[config.mk]
export PLATFORM = sky130hd
export DESIGN_NAME = quadrature_position_speed_core_flat
export DESIGN_NICKNAME = d
export VERILOG_FILES = /design/src/design/qps_pkg.sv /design/src/design/qps_if.sv /design/src/design/quadrature_position_speed_core.sv /design/src/design/qps_cfg.sv /design/src/design/qps_muldiv.sv /design/src/flat_wrapper.sv
export SDC_FILE = /design/constraint.sdc
export NUM_CORES = 2
export LEC_CHECK = 0
export ABC_AREA = 1
export BUFFER_PORTS_ARGS = -buffer_cell sky130_fd_sc_hd__clkbuf_2
export CORE_MARGIN = 5
export CORE_UTILIZATION = 45
export CTS_CLUSTER_SIZE = 10
export DETAILED_ROUTE_END_ITERATION = 16
export GPL_TIMING_DRIVEN = 0
export PLACE_DENSITY_LB_ADDON = 0.05
export SYNTH_ARGS = -nofsm -noshare
export SYNTH_HDL_FRONTEND = slang
export SYNTH_HIERARCHICAL = 1
export SYNTH_SLANG_ARGS = --single-unit
[constraint.sdc]
create_clock -name clk -period 9.85 [get_ports clk]
set_input_delay 2.955 -clock clk [delete_from_list [all_inputs] [get_ports clk]]
set_output_delay 2.955 -clock clk [all_outputs]
set_load 0.05 [all_outputs]
[src/design/qps_pkg.sv]
// ----------------------------------------------------------------------------
// qps_pkg
// Shared types and constants for the quadrature position and speed core.
// ----------------------------------------------------------------------------
package qps_pkg;

  localparam int CNT_W      = 16;
  localparam int TICK_W     = 32;
  localparam int POS_W      = 32;
  localparam int SPEED_W    = 31;
  localparam int CPR_W      = 16;
  localparam int WIN_W      = 16;
  localparam int SCALE_W    = 20;
  localparam int CFG_DATA_W = 20;
  localparam int CFG_IDX_W  = 2;

  localparam int DIVIDEND_W = POS_W + SCALE_W;
  localparam int DIV_STEPS  = 4;
  localparam int DIV_ITERS  = DIVIDEND_W / DIV_STEPS;
  localparam int ITER_W     = $clog2(DIV_ITERS);

  localparam logic [CPR_W-1:0]   CPR_RST     = 16'd7680;
  localparam logic [WIN_W-1:0]   WIN_RST     = 16'd500;
  localparam logic [SCALE_W-1:0] SCALE_RST   = 20'd12000;
  localparam logic [SCALE_W-1:0] DEG_PER_REV = 20'd360;
  localparam logic [SPEED_W-1:0] SPEED_MAX   = 31'h7FFF_FFFF;

  localparam logic [CFG_IDX_W-1:0] CFG_CPR   = 2'd0;
  localparam logic [CFG_IDX_W-1:0] CFG_WIN   = 2'd1;
  localparam logic [CFG_IDX_W-1:0] CFG_SCALE = 2'd2;

  typedef enum logic [1:0] {
    KIND_UPDATE    = 2'd0,
    KIND_FULL_RST  = 2'd1,
    KIND_SPEED_RST = 2'd2,
    KIND_NONE      = 2'd3
  } kind_t;

  typedef enum logic [1:0] {
    S_IDLE,
    S_ANGLE,
    S_SPEED,
    S_DONE
  } seq_state_t;

  typedef enum logic [1:0] {
    MD_IDLE,
    MD_MUL,
    MD_DIV
  } md_state_t;

  typedef struct packed {
    logic [CPR_W-1:0]   cpr;
    logic [WIN_W-1:0]   win;
    logic [SCALE_W-1:0] scale;
  } cfg_t;

  typedef struct packed {
    logic                    start;
    logic signed [POS_W-1:0] a;
    logic [SCALE_W-1:0]      b;
    logic [CPR_W-1:0]        divisor;
  } md_req_t;

  typedef struct packed {
    logic                  done;
    logic                  neg;
    logic [DIVIDEND_W-1:0] quot;
  } md_rsp_t;

endpackage

[src/design/qps_if.sv]
// ----------------------------------------------------------------------------
// qps channel interfaces
// Valid/ready channels for encoder samples and position/speed results.
// ----------------------------------------------------------------------------
interface qps_in_if;
  logic        valid;
  logic        ready;
  logic [1:0]  kind;
  logic [15:0] counter_value;
  logic [31:0] time_tick;

  modport source (output valid, kind, counter_value, time_tick, input ready);
  modport sink   (input valid, kind, counter_value, time_tick, output ready);
endinterface

interface qps_out_if;
  logic               valid;
  logic               ready;
  logic signed [15:0] step_delta;
  logic signed [31:0] position_count;
  logic signed [31:0] angle_deg;
  logic [30:0]        speed_rpm;

  modport source (output valid, step_delta, position_count, angle_deg, speed_rpm,
                  input ready);
  modport sink   (input valid, step_delta, position_count, angle_deg, speed_rpm,
                  output ready);
endinterface

[src/design/quadrature_position_speed_core.sv]
// ----------------------------------------------------------------------------
// quadrature_position_speed_core
// Encoder position, angle and windowed rpm from raw counter samples.
//
//   channel  dir  payload                                           role
//   in_if    in   kind, counter_value, time_tick                    sample
//   out_if   out  step_delta, position_count, angle_deg, speed_rpm  result
//   cfg_*    in   cfg_index, cfg_data under cfg_we                  registers
//
// an update is accepted, runs the angle divide and, when the speed window
// closes, the speed divide, then waits to load the output register: each
// divide by counts_per_rev is a multiply step, passes of the shared 4-bit
// divider and a done step. resets and unused kinds go straight to the load.
// rst_n is synchronous; one item in flight, in_if.ready only when idle.
// a stalled result holds in the output register; the next item is taken
// while it waits, and its result waits until the transfer completes.
// ----------------------------------------------------------------------------
module quadrature_position_speed_core (
  input  logic                           clk,
  input  logic                           rst_n,
  qps_in_if.sink                         in_if,
  qps_out_if.source                      out_if,
  input  logic                           cfg_we,
  input  logic [qps_pkg::CFG_IDX_W-1:0]  cfg_index,
  input  logic [qps_pkg::CFG_DATA_W-1:0] cfg_data
);
  import qps_pkg::*;

  cfg_t    cfg;
  md_req_t req;
  md_rsp_t rsp;

  seq_state_t              state_r, state_nxt;
  logic signed [POS_W-1:0] pos_r, pos_nxt;
  logic signed [POS_W-1:0] angle_r, angle_nxt;
  logic signed [POS_W-1:0] sum_r, sum_nxt;
  logic [TICK_W-1:0]       start_r, start_nxt;
  logic [CNT_W-1:0]        prev_r, prev_nxt;
  logic                    skip_r, skip_nxt;
  logic [SPEED_W-1:0]      speed_r, speed_nxt;
  logic                    win_r, win_nxt;
  logic signed [CNT_W-1:0] delta_r, delta_nxt;
  logic [TICK_W-1:0]       tick_r, tick_nxt;

  logic                    out_valid_r, out_valid_nxt;
  logic signed [CNT_W-1:0] out_delta_r;
  logic signed [POS_W-1:0] out_pos_r;
  logic signed [POS_W-1:0] out_angle_r;
  logic [SPEED_W-1:0]      out_speed_r;
  logic                    out_load;

  logic                    accept;
  logic [CNT_W-1:0]        delta;
  logic signed [POS_W-1:0] dsext;
  logic signed [POS_W-1:0] pos_sum;
  logic signed [POS_W-1:0] win_sum;
  logic [TICK_W-1:0]       elapsed;
  logic                    close;
  logic [SPEED_W-1:0]      speed_sat;

  qps_cfg u_cfg (
    .clk       (clk),
    .rst_n     (rst_n),
    .cfg_we    (cfg_we),
    .cfg_index (cfg_index),
    .cfg_data  (cfg_data),
    .cfg_o     (cfg)
  );

  qps_muldiv u_muldiv (
    .clk   (clk),
    .rst_n (rst_n),
    .req   (req),
    .rsp   (rsp)
  );

  assign in_if.ready = (state_r == S_IDLE);
  assign accept      = in_if.valid && in_if.ready;

  assign delta   = in_if.counter_value - prev_r;
  assign dsext   = {{(POS_W-CNT_W){delta[CNT_W-1]}}, delta};
  assign pos_sum = pos_r + dsext;
  assign win_sum = sum_r + dsext;
  assign elapsed = in_if.time_tick - start_r;
  assign close   = elapsed >= TICK_W'(cfg.win);

  assign speed_sat = (|rsp.quot[DIVIDEND_W-1:SPEED_W]) ? SPEED_MAX
                                                       : rsp.quot[SPEED_W-1:0];

  always_comb begin
    state_nxt     = state_r;
    pos_nxt       = pos_r;
    angle_nxt     = angle_r;
    sum_nxt       = sum_r;
    start_nxt     = start_r;
    prev_nxt      = prev_r;
    skip_nxt      = skip_r;
    speed_nxt     = speed_r;
    win_nxt       = win_r;
    delta_nxt     = delta_r;
    tick_nxt      = tick_r;
    out_valid_nxt = out_valid_r && !out_if.ready;
    out_load      = 1'b0;
    req.start     = 1'b0;
    req.a         = pos_sum;
    req.b         = DEG_PER_REV;
    req.divisor   = (cfg.cpr == '0) ? CPR_W'(1) : cfg.cpr;

    case (state_r)
      S_IDLE: begin
        if (accept) begin
          tick_nxt  = in_if.time_tick;
          delta_nxt = '0;
          state_nxt = S_DONE;
          case (kind_t'(in_if.kind))
            KIND_UPDATE: begin
              delta_nxt = delta;
              prev_nxt  = in_if.counter_value;
              pos_nxt   = pos_sum;
              sum_nxt   = win_sum;
              win_nxt   = close;
              req.start = 1'b1;
              state_nxt = S_ANGLE;
            end
            KIND_FULL_RST: begin
              pos_nxt   = '0;
              angle_nxt = '0;
              speed_nxt = '0;
              prev_nxt  = '0;
              start_nxt = in_if.time_tick;
            end
            KIND_SPEED_RST: begin
              sum_nxt   = '0;
              speed_nxt = '0;
              prev_nxt  = in_if.counter_value;
              start_nxt = in_if.time_tick;
              skip_nxt  = 1'b1;
            end
            default: ;
          endcase
        end
      end
      S_ANGLE: begin
        req.a = sum_r;
        req.b = cfg.scale;
        if (rsp.done) begin
          angle_nxt = rsp.neg ? -rsp.quot[POS_W-1:0] : rsp.quot[POS_W-1:0];
          if (win_r) begin
            req.start = 1'b1;
            state_nxt = S_SPEED;
          end else begin
            state_nxt = S_DONE;
          end
        end
      end
      S_SPEED: begin
        if (rsp.done) begin
          if (skip_r) skip_nxt = 1'b0;
          else        speed_nxt = speed_sat;
          sum_nxt   = '0;
          start_nxt = tick_r;
          state_nxt = S_DONE;
        end
      end
      S_DONE: begin
        if (!out_valid_r || out_if.ready) begin
          out_valid_nxt = 1'b1;
          out_load      = 1'b1;
          state_nxt     = S_IDLE;
        end
      end
      default: state_nxt = S_IDLE;
    endcase
  end

  always_ff @(posedge clk) begin
    if (!rst_n) begin
      state_r     <= S_IDLE;
      pos_r       <= '0;
      angle_r     <= '0;
      sum_r       <= '0;
      start_r     <= '0;
      prev_r      <= '0;
      skip_r      <= 1'b0;
      speed_r     <= '0;
      win_r       <= 1'b0;
      out_valid_r <= 1'b0;
    end else begin
      state_r     <= state_nxt;
      pos_r       <= pos_nxt;
      angle_r     <= angle_nxt;
      sum_r       <= sum_nxt;
      start_r     <= start_nxt;
      prev_r      <= prev_nxt;
      skip_r      <= skip_nxt;
      speed_r     <= speed_nxt;
      win_r       <= win_nxt;
      out_valid_r <= out_valid_nxt;
    end
  end

  always_ff @(posedge clk) begin
    delta_r <= delta_nxt;
    tick_r  <= tick_nxt;
    if (out_load) begin
      out_delta_r <= delta_r;
      out_pos_r   <= pos_r;
      out_angle_r <= angle_r;
      out_speed_r <= speed_r;
    end
  end

  assign out_if.valid          = out_valid_r;
  assign out_if.step_delta     = out_delta_r;
  assign out_if.position_count = out_pos_r;
  assign out_if.angle_deg      = out_angle_r;
  assign out_if.speed_rpm      = out_speed_r;

endmodule

[src/design/qps_cfg.sv]
// ----------------------------------------------------------------------------
// qps_cfg
// Configuration register file: counts per rev, window length, speed scale.
// ----------------------------------------------------------------------------
module qps_cfg (
  input  logic                             clk,
  input  logic                             rst_n,
  input  logic                             cfg_we,
  input  logic [qps_pkg::CFG_IDX_W-1:0]    cfg_index,
  input  logic [qps_pkg::CFG_DATA_W-1:0]   cfg_data,
  output qps_pkg::cfg_t                    cfg_o
);
  import qps_pkg::*;

  cfg_t cfg_r;

  always_ff @(posedge clk) begin
    if (!rst_n) begin
      cfg_r.cpr   <= CPR_RST;
      cfg_r.win   <= WIN_RST;
      cfg_r.scale <= SCALE_RST;
    end else if (cfg_we) begin
      case (cfg_index)
        CFG_CPR:   cfg_r.cpr   <= cfg_data[CPR_W-1:0];
        CFG_WIN:   cfg_r.win   <= cfg_data[WIN_W-1:0];
        CFG_SCALE: cfg_r.scale <= cfg_data[SCALE_W-1:0];
        default: ;
      endcase
    end
  end

  assign cfg_o = cfg_r;

endmodule

[src/design/qps_muldiv.sv]
// ----------------------------------------------------------------------------
// qps_muldiv
// Shared magnitude multiplier followed by a radix-16 restoring divider.
// ----------------------------------------------------------------------------
module qps_muldiv (
  input  logic             clk,
  input  logic             rst_n,
  input  qps_pkg::md_req_t req,
  output qps_pkg::md_rsp_t rsp
);
  import qps_pkg::*;

  md_state_t               state_r, state_nxt;
  logic [POS_W-1:0]        a_r;
  logic [SCALE_W-1:0]      b_r;
  logic [CPR_W-1:0]        div_r;
  logic                    neg_r;
  logic [DIVIDEND_W-1:0]   dvd_r, dvd_nxt;
  logic [CPR_W-1:0]        rem_r, rem_nxt;
  logic [ITER_W-1:0]       cnt_r;
  logic                    done_r, done_nxt;
  logic [POS_W-1:0]        abs_a;
  logic [DIVIDEND_W-1:0]   prod;
  logic [DIVIDEND_W-1:0]   step_dvd;
  logic [CPR_W-1:0]        step_rem;

  assign abs_a = a_r[POS_W-1] ? (~a_r + 1'b1) : a_r;
  assign prod  = DIVIDEND_W'(abs_a) * DIVIDEND_W'(b_r);

  always_comb begin
    logic [CPR_W:0]        trial;
    logic [CPR_W-1:0]      rem_v;
    logic [DIVIDEND_W-1:0] dvd_v;
    rem_v = rem_r;
    dvd_v = dvd_r;
    for (int i = 0; i < DIV_STEPS; i++) begin
      trial = {rem_v, dvd_v[DIVIDEND_W-1]};
      dvd_v = {dvd_v[DIVIDEND_W-2:0], 1'b0};
      if (trial >= {1'b0, div_r}) begin
        trial    = trial - {1'b0, div_r};
        dvd_v[0] = 1'b1;
      end
      rem_v = trial[CPR_W-1:0];
    end
    step_dvd = dvd_v;
    step_rem = rem_v;
  end

  always_comb begin
    state_nxt = state_r;
    dvd_nxt   = dvd_r;
    rem_nxt   = rem_r;
    done_nxt  = 1'b0;
    case (state_r)
      MD_IDLE: begin
        if (req.start) state_nxt = MD_MUL;
      end
      MD_MUL: begin
        dvd_nxt   = prod;
        rem_nxt   = '0;
        state_nxt = MD_DIV;
      end
      MD_DIV: begin
        dvd_nxt = step_dvd;
        rem_nxt = step_rem;
        if (cnt_r == ITER_W'(DIV_ITERS - 1)) begin
          done_nxt  = 1'b1;
          state_nxt = MD_IDLE;
        end
      end
      default: state_nxt = MD_IDLE;
    endcase
  end

  always_ff @(posedge clk) begin
    if (!rst_n) begin
      state_r <= MD_IDLE;
      done_r  <= 1'b0;
      cnt_r   <= '0;
    end else begin
      state_r <= state_nxt;
      done_r  <= done_nxt;
      if (state_r == MD_DIV) cnt_r <= cnt_r + 1'b1;
      else                   cnt_r <= '0;
    end
  end

  always_ff @(posedge clk) begin
    dvd_r <= dvd_nxt;
    rem_r <= rem_nxt;
    if (state_r == MD_IDLE && req.start) begin
      a_r   <= req.a;
      b_r   <= req.b;
      div_r <= req.divisor;
      neg_r <= req.a[POS_W-1];
    end
  end

  assign rsp.done = done_r;
  assign rsp.neg  = neg_r;
  assign rsp.quot = dvd_r;

endmodule

[src/flat_wrapper.sv]
// flat-port wrapper written by rule: the top's interface ports become plain ports
module quadrature_position_speed_core_flat import qps_pkg::*;
  (clk, rst_n, cfg_we, cfg_index, cfg_data, in_if_valid, in_if_kind, in_if_counter_value, in_if_time_tick, in_if_ready, out_if_valid, out_if_step_delta, out_if_position_count, out_if_angle_deg, out_if_speed_rpm, out_if_ready);
  qps_in_if in_if_i ();
  qps_out_if out_if_i ();
  input  logic clk;
  input  logic rst_n;
  input  logic cfg_we;
  input  logic [qps_pkg::CFG_IDX_W-1:0] cfg_index;
  input  logic [qps_pkg::CFG_DATA_W-1:0] cfg_data;
  input wire logic [$bits(in_if_i.valid)-1:0] in_if_valid;
  input wire logic [$bits(in_if_i.kind)-1:0] in_if_kind;
  input wire logic [$bits(in_if_i.counter_value)-1:0] in_if_counter_value;
  input wire logic [$bits(in_if_i.time_tick)-1:0] in_if_time_tick;
  output wire logic [$bits(in_if_i.ready)-1:0] in_if_ready;
  output wire logic [$bits(out_if_i.valid)-1:0] out_if_valid;
  output wire logic [$bits(out_if_i.step_delta)-1:0] out_if_step_delta;
  output wire logic [$bits(out_if_i.position_count)-1:0] out_if_position_count;
  output wire logic [$bits(out_if_i.angle_deg)-1:0] out_if_angle_deg;
  output wire logic [$bits(out_if_i.speed_rpm)-1:0] out_if_speed_rpm;
  input wire logic [$bits(out_if_i.ready)-1:0] out_if_ready;
  assign in_if_i.valid = in_if_valid;
  assign in_if_i.kind = in_if_kind;
  assign in_if_i.counter_value = in_if_counter_value;
  assign in_if_i.time_tick = in_if_time_tick;
  assign in_if_ready = in_if_i.ready;
  assign out_if_valid = out_if_i.valid;
  assign out_if_step_delta = out_if_i.step_delta;
  assign out_if_position_count = out_if_i.position_count;
  assign out_if_angle_deg = out_if_i.angle_deg;
  assign out_if_speed_rpm = out_if_i.speed_rpm;
  assign out_if_i.ready = out_if_ready;
  quadrature_position_speed_core u_core (.clk(clk), .rst_n(rst_n), .in_if(in_if_i), .out_if(out_if_i), .cfg_we(cfg_we), .cfg_index(cfg_index), .cfg_data(cfg_data));
endmodule
After elaboration in Yosys (flattened, before gate mapping)
Cells that the tools add are included.
- register bits: 535
- output and inout bits: 113
- logic and storage cells: 158
- add/sub/neg operators: 11
- $mul: 1
- $lt $le $gt $ge: 5
- equal/unequal tests: 21
- muxes and demuxes: 57
- bitwise operators: 1
- reduce and logical (&&, ||, !) cells: 34
- operators by type and width (kind ; count):
    2-to-1 mux 32 bit ; 10
    one-hot mux 32 bit (2 select lines) ; 5
    2-to-1 mux 31 bit ; 5
    one-hot mux 52 bit (2 select lines) ; 1
    subtractor 16 bit ; 5
    >= comparator 17 x 16 -> 1 bit ; 4
    adder 32 x 16 -> 32 bit ; 2
    2-to-1 mux 16 bit ; 4
    one-hot mux 16 bit (2 select lines) ; 2
    one-hot mux 31 bit (2 select lines) ; 1
    multiplier 32 x 20 -> 52 bit ; 1
    2-to-1 mux 52 bit ; 1
    adder 32 x 1 -> 32 bit (second input constant) ; 1
    >= comparator 32 x 16 -> 1 bit ; 1
    negator 32 bit ; 1
    inverter 32 bit ; 1
    subtractor 32 bit ; 1
    OR reduction 21 bit ; 1
    AND reduction 4 bit ; 5
    inequality test 2 bit (second input constant) ; 9
    2-to-1 mux 1 bit ; 17
    zero test 16 bit ; 1
    2-to-1 mux 2 bit ; 7
    AND reduction 2 bit ; 6
    other kinds (17) ; 38

Depth between registers and ports, before layout
- depth in word-level cells: 9
- mapped depth: 58
- mapped depth without buffers: 53

Modules after synthesis
Netlist, hierarchy kept.
- by module, submodules not included (module ; instances ; cells an instance ; area each (µm²) ; seq. area each (µm²)):
    qps_muldiv ; 1 ; 3819 ; 30419.2 ; 4224.1
    quadrature_position_speed_core ; 1 ; 2680 ; 20249.4 ; 8378.0
    qps_cfg ; 1 ; 305 ; 2165.8 ; 1041.0

Worst setup path before layout
Ideal clock, no wire load.
- kind: input to register
- start point: in out_if_ready
- end point: reg u_core.out_angle_r[0], in the netlist u_core/out_if.angle_deg[0], enable pin
- arrival: 8.318 ns
- slack: 0.915 ns
- stages: 2
- buffers on the path: 0
- path through: inv_1 -> a21oi_1
- cells in the longest elaborated chain, start to end: 3
- RTL lines (element ; line ; RTL):
    start: declaration ; flat_wrapper.sv:21 ; input wire logic [$bits(out_if_i.ready)-1:0] out_if_ready;
    logical OR 1 bit ; quadrature_position_speed_core.sv:166 ; if (!out_valid_r || out_if.ready) begin
    2-to-1 mux 1 bit ; quadrature_position_speed_core.sv:166 ;
    2-to-1 mux 1 bit ; quadrature_position_speed_core.sv:109 ; case (state_r)
    net u_core.out_load ; quadrature_position_speed_core.sv:50 ; logic out_load;
    end signal: assignment ; quadrature_position_speed_core.sv:208 ; out_angle_r <= angle_r;
    end: declaration ; quadrature_position_speed_core.sv:48 ; logic signed [POS_W-1:0] out_angle_r;
The timed path passes the listed nets, and every way through them passes these cells.
A chain may end at the register's enable or synchronous reset.

Worst setup path after layout
- start point: reg u_core.u_muldiv.a_r[0]
- end point: reg u_core.u_muldiv.dvd_r[48], data pin
- cells in the longest elaborated chain, start to end: 5
- RTL lines (element ; line ; RTL):
    start: declaration ; qps_muldiv.sv:14 ; logic [POS_W-1:0] a_r;
    start signal: assignment ; qps_muldiv.sv:92 ; a_r <= req.a;
    inverter 32 bit ; qps_muldiv.sv:27 ; assign abs_a = a_r[POS_W-1] ? (~a_r + 1'b1) : a_r;
    adder 32 x 1 -> 32 bit ; qps_muldiv.sv:27 ;
    2-to-1 mux 32 bit (*) ; qps_muldiv.sv:27 ;
    multiplier 32 x 20 -> 52 bit (*) ; qps_muldiv.sv:28 ; assign prod = DIVIDEND_W'(abs_a) * DIVIDEND_W'(b_r);
    one-hot mux 52 bit (2 select lines) (*) ; qps_muldiv.sv:54 ; case (state_r)
    net u_core.u_muldiv.dvd_nxt[48] ; qps_muldiv.sv:18 ; logic [DIVIDEND_W-1:0] dvd_r, dvd_nxt;
    end signal: assignment ; qps_muldiv.sv:89 ; dvd_r <= dvd_nxt;
    end: declaration ; qps_muldiv.sv:18 ;
Mark *: on every way through the listed nets, which the timed path passes. The rest lies on a longest branch.

==> summary.txt <==
Async SR Flop Fraction = 0
share of cells above drive strength 1 = 0.0755
Clock Pin Slew Worst Setup and Hold Paths = 0.06 ns
Initial Utilization = 0.454
global placement routability congestion = 1.00
GR Util All Layers = 0.277
Final #Nets = 8077
final setup fails = 0
CTS buffer count = 69
Worst Path Class, Setup = reg -> reg
skew final = 0.0285 ns
Final ANT Viol Nets = 0
starting DRC count in detailed routing = 3140
Layout area overhead = 10.2%
Setup crit start kind = flip-flop
commonest non-fill, non-tap cells in the layout = 1823 x nand2_1, 1147 x inv_1, 561 x nor2_1
clk_lat worst skew = 0.64 ns
hold path cells = 0
max-slew violation count = 0
Rows = 125
r2r worst-path depth = 36
Post-synth EDFFs = 295
Synth Net Count = 7796
commonest non-fill, non-tap cell in the layout = nand2_1
# port buffers = 189
Hold Slack = 0.416 ns
fin crit period = 9.32 ns
maxcap violations = 0
wire length of the first global-routing pass = 267000 microns
largest net degree at the start of global routing = 69
DRT Pass-1 Iters = 6
die width = 353 microns
CTS root buf = clkbuf_16
Critical Path Sink Type = flip-flop
Netlist Area Pre-Place = 52800 sq um
critical path's most frequent cell = inv_1
DRC violations left = 0
full die area = 124000 sq um
Critical-path top delay cell = fa_1
Clock H-tree levels = 3
post-route insts no fill = 8666
DP HPWL = 144000 microns
Yosys cell types = 66
warnings from Yosys = 6
Vias = 45100
area of the multi-input gates = 33800 sq um
Critical Path Max Stage Delay = 0.73 ns
routed wire length = 175000 microns
vias in the first global route = 45000
Rel. slew slack = 0.0952
CP Data Required Time = 10.22 ns
Core Region = 116000 sq um
unrepaired setup endpoints after global routing = no
Syn Inst Count = 6804
period utilization = 0.946
worst-margin pin slew = 1.36 ns
Critical Path Fanout Max = 10
Post-Place Cells = 8523
final hold viol count = 0
wire per inst = 20.1 microns
grt total ovfl = 0
achievable frequency = 0.107 GHz
Reg area = 13600 sq um
Die Ht = 353 microns
CTS hold repair buffers = 0
critical path data arrival time = 9.69 ns
Avg Synthesized Cell Area = 7.77 sq um
CTS tree = done
antenna violations before repair = 2
clock buffer depth = 3
I/O Pins = 190
Top FF cell, synth = edfxtp_1
CTS sink cnt = 534
Synth Register Bits = 534
HP Class = reg -> reg
outcome = finished, final reports clean
Seq/Total Area, Yosys = 0.258
# fillers = 11700
Avg Vias per Cell = 5.21
## final cells by class
type | count | area share
Antenna cell | 3 | 0.000129
Inverter | 1174 | 0.0761
Tap cell | 1524 | 0.0328
Clock inverter | 20 | 0.00383
Multi-Input combinational cell | 4862 | 0.581
Clock buffer | 105 | 0.0330
Buffer | 233 | 0.0180
Sequential cell | 534 | 0.234
Timing Repair Buffer | 211 | 0.0205
## what timing repair did
action	in CTS	in global routing
endpoints found under the setup margin	2	42
endpoints found under the hold margin	0	0
pin swaps	0	1
setup buffers	0	16
gates resized for setup	1	38
## layer usage
layer | routed length (microns) | track usage
met2 | 82600 | 0.470
met3 | 10300 | 0.0398
met4 | 7440 | 0.100
met5 | 0 | 0
met1 | 74200 | 0.363
## critical path, delay by kind of cell, from the launching register on
family,cells,cell delay (ns)
buf+inv,10,1.41
fa+ha+maj,9,4.37
flops,1,0.44
simple gates,12,1.89
compound gates,5,0.93
## logic make-up after synthesis
| logic type | count (synthesis) | synth area share |
|---|---|---|
| AO/OA/AOI/OAI | 863 | 0.0913 |
| XOR/XNOR | 122 | 0.0206 |
| adder cells (fa/ha/maj) | 915 | 0.294 |
| buffers and inverters | 1408 | 0.103 |
| flip-flops | 534 | 0.258 |
| AND/OR/NAND/NOR | 2962 | 0.233 |
## stage by stage
stage	setup TNS, ns	worst slack, ns	util	area, sq um
after floorplan	0	0.915	-	52800
after global placement	-217.49	-2.00	0.479	55700
after detailed placement	-0.0465	-0.0363	0.480	55800
after CTS	0	0.0135	0.498	58000
after global routing	0	0.0434	0.500	58200
final	0	0.532	0.500	58200
## Yosys cell counts (16+ instances only)
cell type,number,area [sq um]
nor3_1,44,220
clkbuf_1,173,649
o21ai_1,27,135
buf_2,30,150
o21a_1,16,120
a31oi_1,62,388
a21oi_1,398,1990
edfxtp_1,295,8860
fa_1,544,10900
nand3b_1,29,218
xor2_1,73,639
nand2_1,1824,6850
nand3_1,299,1500
a211oi_1,18,135
o21ai_0,222,1110
inv_1,1155,4340
nor4_1,22,138
dfxtp_1,239,4780
xnor2_1,48,420
nor2_1,561,2110
a21boi_0,19,143
ha_1,371,4640
nand4_1,40,250
a21o_1,30,225
or2_2,77,482
o21bai_1,24,180
## worst paths after layout
path,from,end,slack [ns]
setup / recovery,u_core/u_muldiv/a_r[0],u_core/u_muldiv/dvd_r[48],0.53
hold / removal,u_core/delta_r[6],u_core/out_if.step_delta[6],0.42
setup reg to reg,u_core/u_muldiv/a_r[0],u_core/u_muldiv/dvd_r[48],0.53
hold reg to reg,u_core/delta_r[6],u_core/out_if.step_delta[6],0.42
Power is not shown: default switching activity piles up to over one toggle a cycle in this logic, so the estimate is an artifact.
